==> config.mk <==
export PLATFORM = sky130hd
export DESIGN_NAME = kbuq_ctrl
export DESIGN_NICKNAME = d
export VERILOG_FILES = /design/src/rtl/core/kbuq_pkg.sv /design/src/rtl/core/kbuq_ctrl.sv
export SDC_FILE = /design/constraint.sdc
export NUM_CORES = 1
export LEC_CHECK = 0
export ABC_AREA = 0
export ABC_CLOCK_PERIOD_IN_PS = 1300
export BUFFER_PORTS_ARGS = -buffer_cell sky130_fd_sc_hd__buf_2
export CORE_AREA = 3 3 40 42
export CTS_BUF_LIST = sky130_fd_sc_hd__clkbuf_2 sky130_fd_sc_hd__clkbuf_4 sky130_fd_sc_hd__clkbuf_8
export DETAILED_ROUTE_END_ITERATION = 8
export DIE_AREA = 0 0 43 45
export HOLD_SLACK_MARGIN = 0.06
export PLACE_DENSITY = 0.47
export SLEW_MARGIN = 20
export SYNTH_ARGS = -nofsm -noshare
export SYNTH_HDL_FRONTEND = slang
export SYNTH_SLANG_ARGS = --single-unit
==> constraint.sdc <==
create_clock -name clock -period 1.3 [get_ports clock]
set_input_delay 0.13 -clock clock [delete_from_list [all_inputs] [get_ports clock]]
set_output_delay 0.13 -clock clock [all_outputs]
set_load 0.05 [all_outputs]
==> src/rtl/core/kbuq_pkg.sv <==
// Shared constants, word types and helpers for the keyed bounded update queue.
`timescale 1ns / 1ps

package kbuq_pkg;

   localparam int unsigned DEPTH    = 64;
   localparam int unsigned ADDR_W   = $clog2(DEPTH);
   localparam int unsigned CNT_W    = $clog2(DEPTH + 1);
   localparam int unsigned CFG_W    = 7;
   localparam int unsigned KEY_W    = 64;
   localparam int unsigned HANDLE_W = 64;
   localparam int unsigned KIND_W   = 2;
   localparam int unsigned DROP_W   = 7;

   localparam logic FUNC_INSERT  = 1'b0;
   localparam logic FUNC_EXTRACT = 1'b1;

   localparam logic [KIND_W-1:0] KIND_INSERT = 2'd0;
   localparam logic [KIND_W-1:0] KIND_ITEM   = 2'd1;
   localparam logic [KIND_W-1:0] KIND_EMPTY  = 2'd2;

   localparam logic [CFG_W-1:0] CAP_RESET = CFG_W'(DEPTH);

   typedef struct packed {
      logic                func;
      logic [KEY_W-1:0]    key;
      logic [HANDLE_W-1:0] payload;
   } req_word_type;

   typedef struct packed {
      logic [KIND_W-1:0]   kind;
      logic [HANDLE_W-1:0] item;
      logic [DROP_W-1:0]   dropped;
      logic                last;
   } rsp_word_type;

   typedef enum logic [1:0] {
      SCAN_FILTER,
      SCAN_SHIFT,
      SCAN_EXTRACT
   } scan_mode_type;

   typedef struct packed {
      logic          load;
      logic          scan_init;
      logic          scan_en;
      scan_mode_type mode;
      logic          commit;
      logic          append;
      logic          finish_extract;
   } dp_cmd_type;

   typedef struct packed {
      logic is_extract;
      logic full;
      logic scan_done;
   } dp_sts_type;

   // Clamp the programmed capacity into 1..DEPTH.
   function automatic logic [CNT_W-1:0] cap_limit(input logic [CFG_W-1:0] raw);
      logic [CNT_W-1:0] res;
      if (raw == '0) begin
         res = CNT_W'(1);
      end else if (raw > CFG_W'(DEPTH)) begin
         res = CNT_W'(DEPTH);
      end else begin
         res = CNT_W'(raw);
      end
      return res;
   endfunction

endpackage

==> src/rtl/core/kbuq_ctrl.sv <==
// Controller: sequences the scan passes of insert and extract.
`timescale 1ns / 1ps

module kbuq_ctrl (
   input  logic                 clock,
   input  logic                 reset,
   input  logic                 start,
   output logic                 busy,
   output kbuq_pkg::dp_cmd_type cmd,
   input  kbuq_pkg::dp_sts_type sts
);

   typedef enum logic [2:0] {
      ST_IDLE,
      ST_CHECK,
      ST_FILTER,
      ST_FCHECK,
      ST_SHIFT,
      ST_APPEND,
      ST_EXTRACT
   } state_type;

   state_type state_ff, state_in;
   logic      busy_ff, busy_in;

   always_comb begin
      state_in = state_ff;
      busy_in  = busy_ff;
      cmd      = '0;
      cmd.mode = kbuq_pkg::SCAN_FILTER;
      case (state_ff)
         ST_IDLE: begin
            if (start) begin
               cmd.load = 1'b1;
               busy_in  = 1'b1;
               state_in = ST_CHECK;
            end
         end
         ST_CHECK: begin
            if (sts.is_extract) begin
               cmd.scan_init = 1'b1;
               cmd.mode      = kbuq_pkg::SCAN_EXTRACT;
               state_in      = ST_EXTRACT;
            end else if (sts.full) begin
               cmd.scan_init = 1'b1;
               state_in      = ST_FILTER;
            end else begin
               state_in = ST_APPEND;
            end
         end
         ST_FILTER: begin
            if (sts.scan_done) begin
               cmd.commit = 1'b1;
               state_in   = ST_FCHECK;
            end else begin
               cmd.scan_en = 1'b1;
            end
         end
         ST_FCHECK: begin
            if (sts.full) begin
               cmd.scan_init = 1'b1;
               cmd.mode      = kbuq_pkg::SCAN_SHIFT;
               state_in      = ST_SHIFT;
            end else begin
               state_in = ST_APPEND;
            end
         end
         ST_SHIFT: begin
            cmd.mode = kbuq_pkg::SCAN_SHIFT;
            if (sts.scan_done) begin
               cmd.commit = 1'b1;
               state_in   = ST_APPEND;
            end else begin
               cmd.scan_en = 1'b1;
            end
         end
         ST_APPEND: begin
            cmd.append = 1'b1;
            busy_in    = 1'b0;
            state_in   = ST_IDLE;
         end
         ST_EXTRACT: begin
            cmd.mode = kbuq_pkg::SCAN_EXTRACT;
            if (sts.scan_done) begin
               cmd.commit         = 1'b1;
               cmd.finish_extract = 1'b1;
               busy_in            = 1'b0;
               state_in           = ST_IDLE;
            end else begin
               cmd.scan_en = 1'b1;
            end
         end
         default: begin
            busy_in  = 1'b0;
            state_in = ST_IDLE;
         end
      endcase
   end

   always_ff @(posedge clock) begin
      if (reset) begin
         state_ff <= ST_IDLE;
         busy_ff  <= 1'b0;
      end else begin
         state_ff <= state_in;
         busy_ff  <= busy_in;
      end
   end

   assign busy = busy_ff;

endmodule

==> key figures <==
Run status
  – Status: complete, but fails checks
  – Failing checks: negative setup slack

Yosys
  – Yosys warns: 0
  – Yosys reg bits: 4
  – Syn Area/Cell: slightly above 8 um2
  – Seq/Total Area, Yosys: 0.237
  – Mapped cell area: ~340 um2
  – Syn_nets: 47
  – Cell count after synthesis: 41
  – Synth cell types: 24

Global routing
  – Number of global-route vias before repair: approximately 330
  – Largest net degree at the start of global routing: 9
  – Grt total ovfl: 0
  – Wire length of the first global-routing pass: approximately 1500 um
  – Initial antenna violation count: 0
  – Tot GR Track Use: 0.103

Detailed routing
  – 1st-iter DRT viols: 16
  – Pre-Repair DR Iteration Count: 4
  – DR vias/cell: about 4.8
  – Vias: 360
  – WL per Instance: ~12 um
  – Post-Route WL: around 900 um
  – Routed Antenna Nets: 0
  – Residual DRC count: 0

Power and ir drop
  – Leakage: 0.000244 uW
  – Worst VDD drop: 0.000599 V
  – Pwr dens: approximately 1700 nW/um2

Worst setup path
  – CP Class: flip-flop to output port
  – Critical Path Start Type: flip-flop
  – CP Data Required Time: 1.17 ns
  – Crit path max fanout: 5
  – RR Startpoint: state_ff[0]$_SDFFE_PP0P_
  – CP arrival: 1.20 ns
  – Crit end category: output port
  – Launch point of the worst path: state_ff[2]$_SDFFE_PP0P_

Timing
  – RSZ-0062 raised after global routing: true
  – Setup violators final: 1
  – Skew final: between 0.006 and 0.007 ns
  – Max-slew violation count: 0
  – Post-route setup slack: -0.0253 ns
  – Worst slew pin tran: approximately 0.25 ns
  – Fin crit share: 1.02
  – Worst slew margin: 0.834
  – Final min period: between 1 and 1.5 ns
  – Final hold viol count: 0
  – Peak Freq: around 750 MHz

Layout
  – Synthesis-to-finish area growth: 54.1%
  – Final cell count without fillers: 75
  – Antenna Cells: 0
  – Layout cells sized above 1: 0.600
  – Total Nets Final: 68

Die
  – Die extent in y: 45 um
  – Die Width: approximately 43 um
  – Initial Util: 0.263
  – IO Count: 15
  – Die area: approximately 1900 um2
  – CORE AREA: 1280 um2
  – # rows: 13

Job
  – Max cap viols: 0

Clock tree
  – H-tree depth: 1
  – CTS buffer count: 3
  – Worst-path clk slew: roughly 0.03 ns
  – Worst-skew pair later-pin latency: about 0.23 ns
  – CTS tree: done
  – Clk sink count: 4
  – CTS max path bufs: 2
  – CTS Root Cell: clkbuf_4
  – Cts hold-fix bufs: 0

Placement
  – GPL Wtd Cong: 0.707
  – Placed cell count: 72
  – Dpl ws: between 0.06 and 0.07 ns
  – PortBufs: 14
  – DPL Wire Length: 671 um

Hold path
  – HP Class: input pin to flip-flop
  – Min-delay src: reset
==> cells in the final DEF (no fill, tap or decap) <==
cell type and n:
nand3b_4 1, inv_1 3, a32o_1 2, buf_2 6, clkbuf_4 3, o21ba_1 1
nor3b_2 1, dfxtp_4 2, buf_4 10, nand2_1 3, o221a_2 1, nor2_1 3
nor3_2 3, inv_2 1, a31oi_1 1, and2b_1 1, dfxtp_1 1, nor2_4 1
buf_6 3, a21oi_1 2, o2111ai_1 1, dfxtp_2 1, and4_1 1, a211o_1 1
nand3_1 1, o21ai_0 1, a21oi_2 3, nand2b_1 2
==> critical path, cell delays in order, from the launching register on <==
cell and delay, ns:
dfxtp_4 0.36, and2b_1 0.19, a32o_1 0.26, buf_6 0.16
==> state kept, by name, summed over array words and instances (netlist names) <==
register  cells
state_ff      3
busy          1
==> per-stage QoR <==
stage,hold WS (ns),area (um2),utilization,power (uW),TNS (ns)
after floorplan,0.199,358,-,576,-0.120
after global placement,0.346,454,0.353,685,0
after detailed placement,0.340,454,0.353,679,0
after CTS,0.0863,508,0.395,875,-0.0209
after global routing,0.0950,520,0.405,932,-0.173
final,0.0989,520,0.405,878,-0.0253
==> cell usage after synthesis <==
cell type | count | share of area
nor2_4 | 1 | 0.033
a211o_1 | 1 | 0.026
a31oi_1 | 1 | 0.019
nand3_1 | 1 | 0.015
o2111ai_1 | 1 | 0.026
and2b_1 | 1 | 0.022
nor3b_1 | 1 | 0.022
o21ba_1 | 1 | 0.030
nand2b_1 | 2 | 0.037
inv_2 | 1 | 0.011
buf_6 | 2 | 0.067
dfxtp_1 | 4 | 0.24
a21oi_1 | 3 | 0.044
and4_1 | 1 | 0.026
o221a_2 | 1 | 0.033
nor3_1 | 3 | 0.044
buf_4 | 1 | 0.022
a21oi_2 | 2 | 0.052
inv_1 | 3 | 0.033
a32o_1 | 2 | 0.059
o21ai_0 | 1 | 0.015
nand2_1 | 3 | 0.033
nand3b_4 | 1 | 0.059
nor2_1 | 3 | 0.033
==> timing repair <==
action                                  4_1_cts  5_1_grt
gates resized for setup                      13        5
pin swaps                                     1        0
endpoints found under the setup margin        8        6
setup buffers                                 0        0
==> logic make-up after synthesis <==
group,after synthesis,share of synthesized area
AO/OA/AOI/OAI,13,0.304
AND/OR/NAND/NOR,17,0.326
flip-flops,4,0.237
buffers and inverters,7,0.133
==> routing by layer <==
metal  wire length [um]  share of wire  track usage  vias to the layer above
li1                   -              -            -                      185
met1                417           0.48        0.143                      159
met2                386           0.44        0.138                       16
met3                 72          0.082       0.0398                        0
met4                  0              0       0.0542                        0
met5                  0              0            0                        -
==> power by group <==
group | total, uW | internal (uW) | switching (uW)
clock network | 150 | 103 | 46.6
logic | 525 | 197 | 328
registers | 204 | 157 | 46.4
total | 878 | 457 | 421
==> worst paths after layout <==
path                                    to  slack [ns]  cells past startpoint
setup reg to reg  state_ff[0]$_SDFFE_PP0P_        0.22                      4
setup / recovery                    cmd[3]       -0.03                      3
hold / removal    state_ff[2]$_SDFFE_PP0P_         0.1                      2
hold reg to reg          busy$_SDFFE_PP0P_        0.49                      2
==> layout make-up <==
cell class                      instances  area, um2
Fill cell                             137        764
Multi-Input combinational cell         30        236
Timing Repair Buffer                   19        139
Sequential cell                         4       88.8
Clock buffer                            3       22.5
Tap cell                               15       18.8
Inverter                                4       15.0
No activity file was read; power rests on OpenSTA's default activity.
